[config.mk]
export PLATFORM = sky130hd
export DESIGN_NAME = lidar_collision_zone_evaluator
export DESIGN_NICKNAME = d
export VERILOG_FILES = /design/src/rtl/lcze_pkg.sv /design/src/rtl/lcze_polar_xy.sv /design/src/rtl/lcze_zone_test.sv /design/src/rtl/lcze_hit_count.sv /design/src/rtl/lidar_collision_zone_evaluator.sv
export SDC_FILE = /design/constraint.sdc
export NUM_CORES = 2
export LEC_CHECK = 0
export BUFFER_PORTS_ARGS = -buffer_cell sky130_fd_sc_hd__buf_2
export CORE_UTILIZATION = 55
export DETAILED_ROUTE_END_ITERATION = 8
export PLACE_DENSITY = 0.75
export REMOVE_ABC_BUFFERS = 1
export SYNTH_ARGS = -nofsm -noshare
export SYNTH_HDL_FRONTEND = slang
export SYNTH_HIERARCHICAL = 1
export SYNTH_SLANG_ARGS = --single-unit
[constraint.sdc]
create_clock -name clk -period 15 [get_ports clk]
set_input_delay 3 -clock clk [delete_from_list [all_inputs] [get_ports clk]]
set_output_delay 3 -clock clk [all_outputs]
set_load 0.005 [all_outputs]
[src/rtl/lcze_pkg.sv]
// Shared types, codes and the quarter-wave sine builder for the lidar collision zone evaluator.
// Used by every module of the block; depends on nothing.

package lcze_pkg;

	localparam int unsigned NUM_ZONES  = 3;
	localparam int unsigned QSIN_LAST  = 180;	// quarter wave in half-degree steps
	localparam logic [63:0] PI_Q30     = 64'd3373259426;
	localparam logic [10:0] COUNT_MAX  = 11'h7FF;

	// Register map, word index into the APB space
	typedef enum logic [2:0] {
		REG_ENABLE,
		REG_Z1_DEPTH,
		REG_Z1_HALF,
		REG_Z2_DEPTH,
		REG_Z2_HALF,
		REG_Z3_DEPTH,
		REG_Z3_HALF,
		REG_THRESHOLD
	} cfg_reg_t;

	typedef enum logic [1:0] {
		LVL_CLEAR,
		LVL_INNER,
		LVL_MIDDLE,
		LVL_OUTER
	} alarm_level_t;

	// Per-item control travelling down the pipeline
	typedef struct packed {
		logic count_en;	// point is counted (evaluated scan, enabled, in window)
		logic last;	// last point of a scan
		logic gen;	// a result is due on this item
	} item_ctl_t;

	typedef struct packed {
		logic [NUM_ZONES-1:0][15:0] depth;
		logic [NUM_ZONES-1:0][15:0] half;
	} zone_cfg_t;

	// Sine of k half-degrees, k in 0..180, Q15 saturated to 32767.
	// Taylor series in Q30 with truncating steps; evaluated at elaboration only.
	function automatic logic [14:0] quarter_sin(input int unsigned k);
		logic [63:0] x;
		logic [63:0] x2;
		logic [63:0] term;
		logic [63:0] q;
		longint      sum;
		int          n;
		x    = (64'(k) * PI_Q30 + 64'd180) / 64'd360;
		x2   = (x * x) >> 30;
		term = x;
		sum  = longint'(x);
		for (n = 1; n <= 8; n++) begin
			term = (term * x2) >> 30;
			case (n)
				1: begin
					term = term / 64'd6;
				end
				2: begin
					term = term / 64'd20;
				end
				3: begin
					term = term / 64'd42;
				end
				4: begin
					term = term / 64'd72;
				end
				5: begin
					term = term / 64'd110;
				end
				6: begin
					term = term / 64'd156;
				end
				7: begin
					term = term / 64'd210;
				end
				default: begin
					term = term / 64'd272;
				end
			endcase
			if (n % 2 == 1) begin
				sum = sum - longint'(term);
			end else begin
				sum = sum + longint'(term);
			end
		end
		if (sum < 0) begin
			sum = 0;
		end
		q = (64'(sum) + 64'd16384) >> 15;
		if (q > 64'd32767) begin
			q = 64'd32767;
		end
		return q[14:0];
	endfunction

endpackage

[src/rtl/lcze_polar_xy.sv]
// Beam angle lookup and range products: turns a beam index and range into
// sin*range and cos*range in Q15 mm. Depends on lcze_pkg.

module lcze_polar_xy (
	input  logic                    clk,
	input  logic                    ld,
	input  logic [9:0]              idx_s1,
	input  logic [15:0]             range_s1,
	input  lcze_pkg::item_ctl_t     ctl_s1,
	output logic signed [32:0]      sr_s2,
	output logic signed [32:0]      cr_s2,
	output lcze_pkg::item_ctl_t     ctl_s2
);

	logic [14:0]        qsin [0:lcze_pkg::QSIN_LAST];
	logic [9:0]         t_ang;
	logic [9:0]         u_ang;
	logic [8:0]         sin_fold;
	logic [8:0]         cos_fold;
	logic signed [15:0] sin_v;
	logic signed [15:0] cos_v;
	logic signed [16:0] rng_v;
	logic signed [32:0] sr_next;
	logic signed [32:0] cr_next;

	// Constant quarter-wave table
	for (genvar k = 0; k <= lcze_pkg::QSIN_LAST; k++) begin : g_qsin
		localparam logic [14:0] QVAL = lcze_pkg::quarter_sin(k);
		assign qsin[k] = QVAL;
	end

	// Fold an angle of 0..719 half-degrees onto the quarter wave: {negative, k}
	function automatic logic [8:0] fold(input logic [9:0] a);
		logic [7:0] k;
		logic       neg;
		if (a <= 10'd180) begin
			k   = a[7:0];
			neg = 1'b0;
		end else if (a <= 10'd360) begin
			k   = 8'(10'd360 - a);
			neg = 1'b0;
		end else if (a <= 10'd540) begin
			k   = 8'(a - 10'd360);
			neg = 1'b1;
		end else begin
			k   = 8'(10'd720 - a);
			neg = 1'b1;
		end
		return {neg, k};
	endfunction

	always_comb begin
		// theta = 45 deg - index/2, as (90 - index) mod 720 half-degrees
		if (idx_s1 <= 10'd90) begin
			t_ang = 10'd90 - idx_s1;
		end else if (idx_s1 <= 10'd810) begin
			t_ang = 10'd810 - idx_s1;
		end else begin
			t_ang = 10'(11'd1530 - {1'b0, idx_s1});
		end
		u_ang    = (t_ang >= 10'd540) ? (t_ang - 10'd540) : (t_ang + 10'd180);
		sin_fold = fold(t_ang);
		cos_fold = fold(u_ang);
		sin_v    = sin_fold[8] ? -$signed({1'b0, qsin[sin_fold[7:0]]})
		                       : $signed({1'b0, qsin[sin_fold[7:0]]});
		cos_v    = cos_fold[8] ? -$signed({1'b0, qsin[cos_fold[7:0]]})
		                       : $signed({1'b0, qsin[cos_fold[7:0]]});
		rng_v    = $signed({1'b0, range_s1});
		sr_next  = sin_v * rng_v;
		cr_next  = cos_v * rng_v;
	end

	always_ff @(posedge clk) begin
		if (ld) begin
			sr_s2  <= sr_next;
			cr_s2  <= cr_next;
			ctl_s2 <= ctl_s1;
		end
	end

endmodule

[src/rtl/lcze_zone_test.sv]
// Rectangle tests for the three zones on one point's Q15 coordinates.
// Depends on lcze_pkg.

module lcze_zone_test (
	input  logic                              clk,
	input  logic                              ld,
	input  logic signed [32:0]                sr_s2,
	input  logic signed [32:0]                cr_s2,
	input  lcze_pkg::item_ctl_t               ctl_s2,
	input  lcze_pkg::zone_cfg_t               zcfg,
	output logic [lcze_pkg::NUM_ZONES-1:0]    hit_s3,
	output lcze_pkg::item_ctl_t               ctl_s3
);

	logic signed [32:0]                 dq [lcze_pkg::NUM_ZONES];
	logic signed [32:0]                 hq [lcze_pkg::NUM_ZONES];
	logic [lcze_pkg::NUM_ZONES-1:0]     hit_next;

	// x = -sin*range, so 0 < x < depth becomes -depth < sin*range < 0
	always_comb begin
		for (int z = 0; z < lcze_pkg::NUM_ZONES; z++) begin
			dq[z]       = $signed({2'b00, zcfg.depth[z], 15'd0});
			hq[z]       = $signed({2'b00, zcfg.half[z], 15'd0});
			hit_next[z] = ctl_s2.count_en && (sr_s2 < 33'sd0) && (sr_s2 > -dq[z])
			              && (cr_s2 < hq[z]) && (cr_s2 > -hq[z]);
		end
	end

	always_ff @(posedge clk) begin
		if (ld) begin
			hit_s3 <= hit_next;
			ctl_s3 <= ctl_s2;
		end
	end

endmodule

[src/rtl/lcze_hit_count.sv]
// Saturating zone counters, level priority and the result register.
// Depends on lcze_pkg.

module lcze_hit_count (
	input  logic                              clk,
	input  logic                              arst_n,
	input  logic                              v3,
	input  lcze_pkg::item_ctl_t               ctl_s3,
	input  logic [lcze_pkg::NUM_ZONES-1:0]    hit_s3,
	input  logic [10:0]                       threshold,
	input  logic                              out_tready,
	output logic                              ready3,
	output logic                              out_tvalid,
	output logic [1:0]                        alarm_level,
	output logic                              level_changed,
	output logic [10:0]                       zone1_count,
	output logic [10:0]                       zone2_count,
	output logic [10:0]                       zone3_count
);

	logic [10:0]            cnt_q  [lcze_pkg::NUM_ZONES];
	logic [10:0]            cnt_nx [lcze_pkg::NUM_ZONES];
	lcze_pkg::alarm_level_t cur_q;
	lcze_pkg::alarm_level_t lvl;
	logic                   out_ready;
	logic                   fire3;
	logic                   load_out;

	assign out_ready = !out_tvalid || out_tready;
	assign ready3    = !v3 || !ctl_s3.gen || out_ready;
	assign fire3     = v3 && ready3;
	assign load_out  = v3 && ctl_s3.gen && out_ready;

	always_comb begin
		for (int z = 0; z < lcze_pkg::NUM_ZONES; z++) begin
			cnt_nx[z] = (hit_s3[z] && cnt_q[z] != lcze_pkg::COUNT_MAX) ? cnt_q[z] + 11'd1
			                                                           : cnt_q[z];
		end
		if (cnt_nx[0] > threshold) begin
			lvl = lcze_pkg::LVL_INNER;
		end else if (cnt_nx[1] > threshold) begin
			lvl = lcze_pkg::LVL_MIDDLE;
		end else if (cnt_nx[2] > threshold) begin
			lvl = lcze_pkg::LVL_OUTER;
		end else begin
			lvl = lcze_pkg::LVL_CLEAR;
		end
	end

	always_ff @(posedge clk or negedge arst_n) begin
		if (!arst_n) begin
			for (int z = 0; z < lcze_pkg::NUM_ZONES; z++) begin
				cnt_q[z] <= '0;
			end
			cur_q      <= lcze_pkg::LVL_CLEAR;
			out_tvalid <= 1'b0;
		end else begin
			if (fire3) begin
				for (int z = 0; z < lcze_pkg::NUM_ZONES; z++) begin
					cnt_q[z] <= ctl_s3.last ? 11'd0 : cnt_nx[z];
				end
			end
			if (load_out) begin
				cur_q <= lvl;
			end
			if (out_ready) begin
				out_tvalid <= v3 && ctl_s3.gen;
			end
		end
	end

	always_ff @(posedge clk) begin
		if (load_out) begin
			alarm_level   <= lvl;
			level_changed <= (lvl != cur_q);
			zone1_count   <= cnt_nx[0];
			zone2_count   <= cnt_nx[1];
			zone3_count   <= cnt_nx[2];
		end
	end

endmodule

[src/rtl/lidar_collision_zone_evaluator.sv]
// Lidar collision zone evaluator, top level: stream ports, APB register file,
// scan decimation and the pipeline valid chain. Depends on lcze_pkg and the lcze_* modules.
//
// Use:
//   Points enter on the s_* stream, one transaction per point: beam index and
//   range in s_tdata, s_tlast on the last point of a scan. One scan in every
//   SCAN_DECIMATION is evaluated; points of other scans are dropped apart from
//   their scan_end mark, which advances the scan phase.
//   At the last point of an evaluated scan, with collision_enable set, one
//   result transaction leaves on m_*: alarm level, a changed flag and the three
//   zone counts including that last point. The counts then clear.
//   Registers are written over APB while no point is in flight.
// Timing:
//   Four register stages: input, products, zone flags, result. After the edge
//   that accepts its last point, a result passes the products, zone flag and
//   result stages. One point can be accepted every cycle unless a result waits
//   on m_*; the rate is set by the single multiplier pair and the counter update.
// Reset and stall:
//   arst_n clears the registers to zero, the scan phase, counters and level.
//   While m_tready is low with a result waiting, bubbles in the pipeline are
//   still filled; s_tready drops only once every stage holds a point.

module lidar_collision_zone_evaluator #(
	parameter int FIRST_INDEX       = 60,
	parameter int LAST_INDEX        = 480,
	parameter int SCAN_DECIMATION   = 5,
	parameter int ANGLE_TABLE_DEPTH = 1024
) (
	input  logic        clk,
	input  logic        arst_n,
	// Input stream
	input  logic        s_tvalid,
	output logic        s_tready,
	input  logic [31:0] s_tdata,	// [9:0] beam_index, [25:10] range_mm, rest zero
	input  logic        s_tlast,	// scan_end
	// Result stream
	output logic        m_tvalid,
	input  logic        m_tready,
	output logic [39:0] m_tdata,	// [1:0] alarm_level, [2] level_changed,
					// [13:3] zone1_count, [24:14] zone2_count,
					// [35:25] zone3_count, rest zero
	// Configuration
	input  logic        psel,
	input  logic        penable,
	input  logic        pwrite,
	input  logic [4:0]  paddr,
	input  logic [31:0] pwdata,
	output logic [31:0] prdata,
	output logic        pready
);

	localparam int          PHASE_W    = (SCAN_DECIMATION > 1) ? $clog2(SCAN_DECIMATION) : 1;
	localparam logic [PHASE_W-1:0] PHASE_LAST = PHASE_W'(SCAN_DECIMATION - 1);
	localparam logic [12:0] FIRST_L    = 13'(FIRST_INDEX);
	localparam logic [12:0] LAST_L     = 13'(LAST_INDEX);
	localparam logic [12:0] DEPTH_L    = 13'(ANGLE_TABLE_DEPTH);

	// Registers
	logic        enable_q;
	logic [15:0] depth_q [lcze_pkg::NUM_ZONES];
	logic [15:0] half_q  [lcze_pkg::NUM_ZONES];
	logic [10:0] thr_q;
	lcze_pkg::cfg_reg_t  reg_sel;
	lcze_pkg::zone_cfg_t zcfg;
	logic        cfg_wr;

	// Pipeline
	logic [PHASE_W-1:0]    phase_q;
	logic                  accept;
	logic                  eval_in;
	logic                  in_window;
	logic [9:0]            idx_in;
	logic [15:0]           range_in;
	logic [9:0]            idx_s1;
	logic [15:0]           range_s1;
	lcze_pkg::item_ctl_t   ctl_in;
	lcze_pkg::item_ctl_t   ctl_s1;
	lcze_pkg::item_ctl_t   ctl_s2;
	lcze_pkg::item_ctl_t   ctl_s3;
	logic signed [32:0]    sr_s2;
	logic signed [32:0]    cr_s2;
	logic [lcze_pkg::NUM_ZONES-1:0] hit_s3;
	logic                  v1_q;
	logic                  v2_q;
	logic                  v3_q;
	logic                  ready1;
	logic                  ready2;
	logic                  ready3;
	logic [1:0]            alarm_level;
	logic                  level_changed;
	logic [10:0]           zone1_count;
	logic [10:0]           zone2_count;
	logic [10:0]           zone3_count;

	// ---------------------------------------------------------------- APB
	assign pready  = 1'b1;
	assign reg_sel = lcze_pkg::cfg_reg_t'(paddr[4:2]);
	assign cfg_wr  = psel && penable && pwrite && pready;

	always_ff @(posedge clk or negedge arst_n) begin
		if (!arst_n) begin
			enable_q <= 1'b0;
			thr_q    <= '0;
			for (int z = 0; z < lcze_pkg::NUM_ZONES; z++) begin
				depth_q[z] <= '0;
				half_q[z]  <= '0;
			end
		end else if (cfg_wr) begin
			case (reg_sel)
				lcze_pkg::REG_ENABLE: begin
					enable_q <= pwdata[0];
				end
				lcze_pkg::REG_Z1_DEPTH: begin
					depth_q[0] <= pwdata[15:0];
				end
				lcze_pkg::REG_Z1_HALF: begin
					half_q[0] <= pwdata[15:0];
				end
				lcze_pkg::REG_Z2_DEPTH: begin
					depth_q[1] <= pwdata[15:0];
				end
				lcze_pkg::REG_Z2_HALF: begin
					half_q[1] <= pwdata[15:0];
				end
				lcze_pkg::REG_Z3_DEPTH: begin
					depth_q[2] <= pwdata[15:0];
				end
				lcze_pkg::REG_Z3_HALF: begin
					half_q[2] <= pwdata[15:0];
				end
				lcze_pkg::REG_THRESHOLD: begin
					thr_q <= pwdata[10:0];
				end
				default: begin
					thr_q <= thr_q;
				end
			endcase
		end
	end

	always_comb begin
		case (reg_sel)
			lcze_pkg::REG_ENABLE:    prdata = {31'd0, enable_q};
			lcze_pkg::REG_Z1_DEPTH:  prdata = {16'd0, depth_q[0]};
			lcze_pkg::REG_Z1_HALF:   prdata = {16'd0, half_q[0]};
			lcze_pkg::REG_Z2_DEPTH:  prdata = {16'd0, depth_q[1]};
			lcze_pkg::REG_Z2_HALF:   prdata = {16'd0, half_q[1]};
			lcze_pkg::REG_Z3_DEPTH:  prdata = {16'd0, depth_q[2]};
			lcze_pkg::REG_Z3_HALF:   prdata = {16'd0, half_q[2]};
			lcze_pkg::REG_THRESHOLD: prdata = {21'd0, thr_q};
			default:                 prdata = '0;
		endcase
	end

	always_comb begin
		for (int z = 0; z < lcze_pkg::NUM_ZONES; z++) begin
			zcfg.depth[z] = depth_q[z];
			zcfg.half[z]  = half_q[z];
		end
	end

	// ---------------------------------------------------------------- intake
	// A stage loads when it is empty or its content moves on this cycle.
	assign ready2   = !v2_q || ready3;
	assign ready1   = !v1_q || ready2;
	assign s_tready = ready1;
	assign accept   = s_tvalid && s_tready;

	assign idx_in    = s_tdata[9:0];
	assign range_in  = s_tdata[25:10];
	assign eval_in   = (phase_q >= PHASE_LAST);
	assign in_window = ({3'd0, idx_in} >= FIRST_L) && ({3'd0, idx_in} <= LAST_L)
	                   && ({3'd0, idx_in} < DEPTH_L);

	always_comb begin
		ctl_in.count_en = eval_in && enable_q && in_window;
		ctl_in.last     = s_tlast;
		ctl_in.gen      = s_tlast && eval_in && enable_q;
	end

	// Scan phase: advance on each scan end, wrap after an evaluated scan
	always_ff @(posedge clk or negedge arst_n) begin
		if (!arst_n) begin
			phase_q <= '0;
		end else if (accept && s_tlast) begin
			phase_q <= eval_in ? '0 : phase_q + PHASE_W'(1);
		end
	end

	always_ff @(posedge clk or negedge arst_n) begin
		if (!arst_n) begin
			v1_q <= 1'b0;
			v2_q <= 1'b0;
			v3_q <= 1'b0;
		end else begin
			if (ready1) begin
				v1_q <= s_tvalid;
			end
			if (ready2) begin
				v2_q <= v1_q;
			end
			if (ready3) begin
				v3_q <= v2_q;
			end
		end
	end

	always_ff @(posedge clk) begin
		if (ready1) begin
			idx_s1   <= idx_in;
			range_s1 <= range_in;
			ctl_s1   <= ctl_in;
		end
	end

	// ---------------------------------------------------------------- datapath
	lcze_polar_xy u_polar (
		.clk      (clk),
		.ld       (ready2),
		.idx_s1   (idx_s1),
		.range_s1 (range_s1),
		.ctl_s1   (ctl_s1),
		.sr_s2    (sr_s2),
		.cr_s2    (cr_s2),
		.ctl_s2   (ctl_s2)
	);

	lcze_zone_test u_zone (
		.clk    (clk),
		.ld     (ready3),
		.sr_s2  (sr_s2),
		.cr_s2  (cr_s2),
		.ctl_s2 (ctl_s2),
		.zcfg   (zcfg),
		.hit_s3 (hit_s3),
		.ctl_s3 (ctl_s3)
	);

	lcze_hit_count u_count (
		.clk           (clk),
		.arst_n        (arst_n),
		.v3            (v3_q),
		.ctl_s3        (ctl_s3),
		.hit_s3        (hit_s3),
		.threshold     (thr_q),
		.out_tready    (m_tready),
		.ready3        (ready3),
		.out_tvalid    (m_tvalid),
		.alarm_level   (alarm_level),
		.level_changed (level_changed),
		.zone1_count   (zone1_count),
		.zone2_count   (zone2_count),
		.zone3_count   (zone3_count)
	);

	assign m_tdata = {4'd0, zone3_count, zone2_count, zone1_count, level_changed, alarm_level};

	// ---------------------------------------------------------------- checks
	// Phase never passes the evaluated-scan mark
	a_phase_range : assert property (@(posedge clk) disable iff (!arst_n)
		phase_q <= PHASE_LAST)
		else $error("scan phase out of range");

	// Intake blocks only when every stage behind it is full
	a_no_bubble_stall : assert property (@(posedge clk) disable iff (!arst_n)
		(v1_q && !s_tready) |-> (v2_q && v3_q))
		else $error("intake stalled with a bubble in the pipeline");

	// A result waiting behind a blocked output stays in the counter stage
	a_hold_result : assert property (@(posedge clk) disable iff (!arst_n)
		(m_tvalid && !m_tready && v3_q && ctl_s3.gen) |=> (v3_q && ctl_s3.gen))
		else $error("pending result lost during output stall");

endmodule

==> metrics <==
antenna violations before repair 1; Worst path most repeated cell inv_1; core footprint 82200 um^2; critical path buffer and inverter count 11; Worst path slowest cell o311ai_4; final period utilization 0.946; flop-to-flop setup slack 0.80 ns; first-pass detailed-route iteration total 8; Final min period 14.20 ns; CP Max Fanout 11; number of global-route vias before repair 39300; Layout fillers 7246; WL/cell 22.5 um; Final Slew Violations 0; DIE AREA 84400 um^2; Final Hold Vio Count 0; synthesized area 45800 um^2; Port Buffers 106; clock root cell clkbuf_16; clock slew at reported path FFs 0.06 ns; mean post-synth cell area 8.93 um^2; Die H 290 um; worst hold path type flip-flop to flip-flop; CP arrival 14.51 ns; H-tree levels 2; CTS buffer count 36; gate family responsible for the most delay along the worst path compound AO/OA/AOI/OAI gates; largest net degree at the start of global routing 77; fin nets 6138; met1 GRT Util 0.441; Worst setup SP type flip-flop; first-pass GRT wire length 222 mm; Post-Synthesis Cells 5124; clk_skew 0.0298 ns; via count 39300; Total GRT Usage 0.332; fmax 0.0704 GHz; Clock Tree Buf Depth 3; number of I/O pins 152; Die W 290 um; CP required 15.31 ns; Placed Cells incl. Taps 6183; post-DR vias/cell 6.28; drc violations 0; worst skew pair latency 0.58 ns; Initial Utilization 0.556; Routed Antenna Nets 0; M3 GR Usage 0.0441; grt met2 use 0.545; Area growth syn-to-layout 6.79%; clk sinks 289; total grt overflow 0; multi-input logic area 34200 um^2; worst slew pin tran 1.16 ns; CTS tree built; Max Cap Viol 0; status completed; yosys warns 6; endpoints failing setup 0; initial drt markers 3532; GRT busiest layer met2; number of cell rows 105; GP Congestion 0.981; Crit Path Class flip-flop to flip-flop; Slew headroom 0.225; layout cells sized above 1 0.119; CP Capture Type flip-flop; post-DP HPWL 108 mm; Max stage delay on crit path 0.64 ns; FF/Latch Area 7930 um^2; Final Non-Filler Cells 6254; routed wire length 141 mm
-- per-layer routing --
metal	vias up	routed length (um)	part of all wire
li1	17900	-	-
met1	19300	59300	0.42
met2	1702	65200	0.46
met3	357	10000	0.071
met4	0	6080	0.043
met5	-	0	0
-- stage by stage --
stage / utilization / instance area [um^2] / setup TNS (ns) / setup WS (ns) / hold slack, ns
3_5_place_dp: 0.578 / 47500 / 0 / 0.345 / 0.405
5_1_grt: 0.594 / 48900 / -0.00806 / -0.00766 / 0.422
4_1_cts: 0.592 / 48700 / 0 / 0.238 / 0.419
6_report: 0.594 / 48900 / 0 / 0.804 / 0.418
2_1_floorplan: - / 44200 / -39.11 / -2.52 / 0.400
3_3_place_gp: 0.578 / 47500 / 0 / 0.450 / 0.402
-- final timing paths --
kind / start / end / cells past startpoint
setup / recovery: idx_s1[1]$_DFFE_PN_ / u_polar/cr_s2[32]$_DFFE_PP_ / 54
hold / removal: u_polar/ctl_s2[1]$_DFFE_PP_ / u_zone/ctl_s3[1]$_DFFE_PP_ / 0
setup reg to reg: idx_s1[1]$_DFFE_PN_ / u_polar/cr_s2[32]$_DFFE_PP_ / 54
hold reg to reg: u_polar/ctl_s2[1]$_DFFE_PP_ / u_zone/ctl_s3[1]$_DFFE_PP_ / 0
max in group asynchronous: arst_n / depth_q[27]$_DFFE_PN0P_ / 2
min in group asynchronous: arst_n / u_count/cnt_q[25]$_DFFE_PN0P_ / 1
-- registers in the layout, summed over array words and instances (netlist names), 3 cells and up --
signal               count
half_q                  48
u_polar/cr_s2           33
idx_s1                  10
u_polar/ctl_s2           3
ctl_s1                   3
u_polar/sr_s2           33
u_count/cnt_q           33
phase_q                  3
thr_q                   11
range_s1                16
u_zone/hit_s3            3
depth_q                 48
u_count/zone1_count     11
u_count/zone3_count     11
u_count/zone2_count     11
-- repair_timing --
item	CTS	global route
hold buffers	0	0
resized for setup	0	22
setup endpoints to repair	0	14
setup buffers	0	5
-- cells in the final DEF, fill, tap and decap left out, types with 21 or more instances in the layout --
master / count
buf_4: 180
nor4_1: 35
nand4_1: 54
or3_1: 28
a211o_1: 25
a21o_1: 44
xnor2_1: 151
a31oi_1: 41
nor2b_1: 135
dfrtp_1: 150
nand3_1: 117
mux2i_1: 48
clkbuf_16: 37
xor2_1: 52
a211oi_1: 61
mux2_2: 137
a21oi_1: 205
nand2_1: 479
o21ai_0: 191
o21bai_1: 22
conb_1: 21
nor2_1: 251
fa_1: 388
ha_1: 517
inv_1: 590
o21a_1: 25
nand2b_1: 65
a311oi_1: 21
nor3_1: 123
edfxtp_1: 139
buf_2: 105
and2_1: 128
and3_1: 34
o211ai_1: 53
a221oi_1: 33
o31ai_1: 44
-- area by class of cell --
cell class	count	share of cell area
antenna	1	0.0000512
clock buffer	48	0.0206
clock inverter	17	0.00410
inverter	596	0.0459
multi-input combinational	3944	0.700
sequential	289	0.162
tap	1070	0.0274
timing repair buffer	289	0.0399
Power is left out: the tool's default activity adds up to more than one toggle a clock period on the data nets, which glitch-free logic cannot reach.
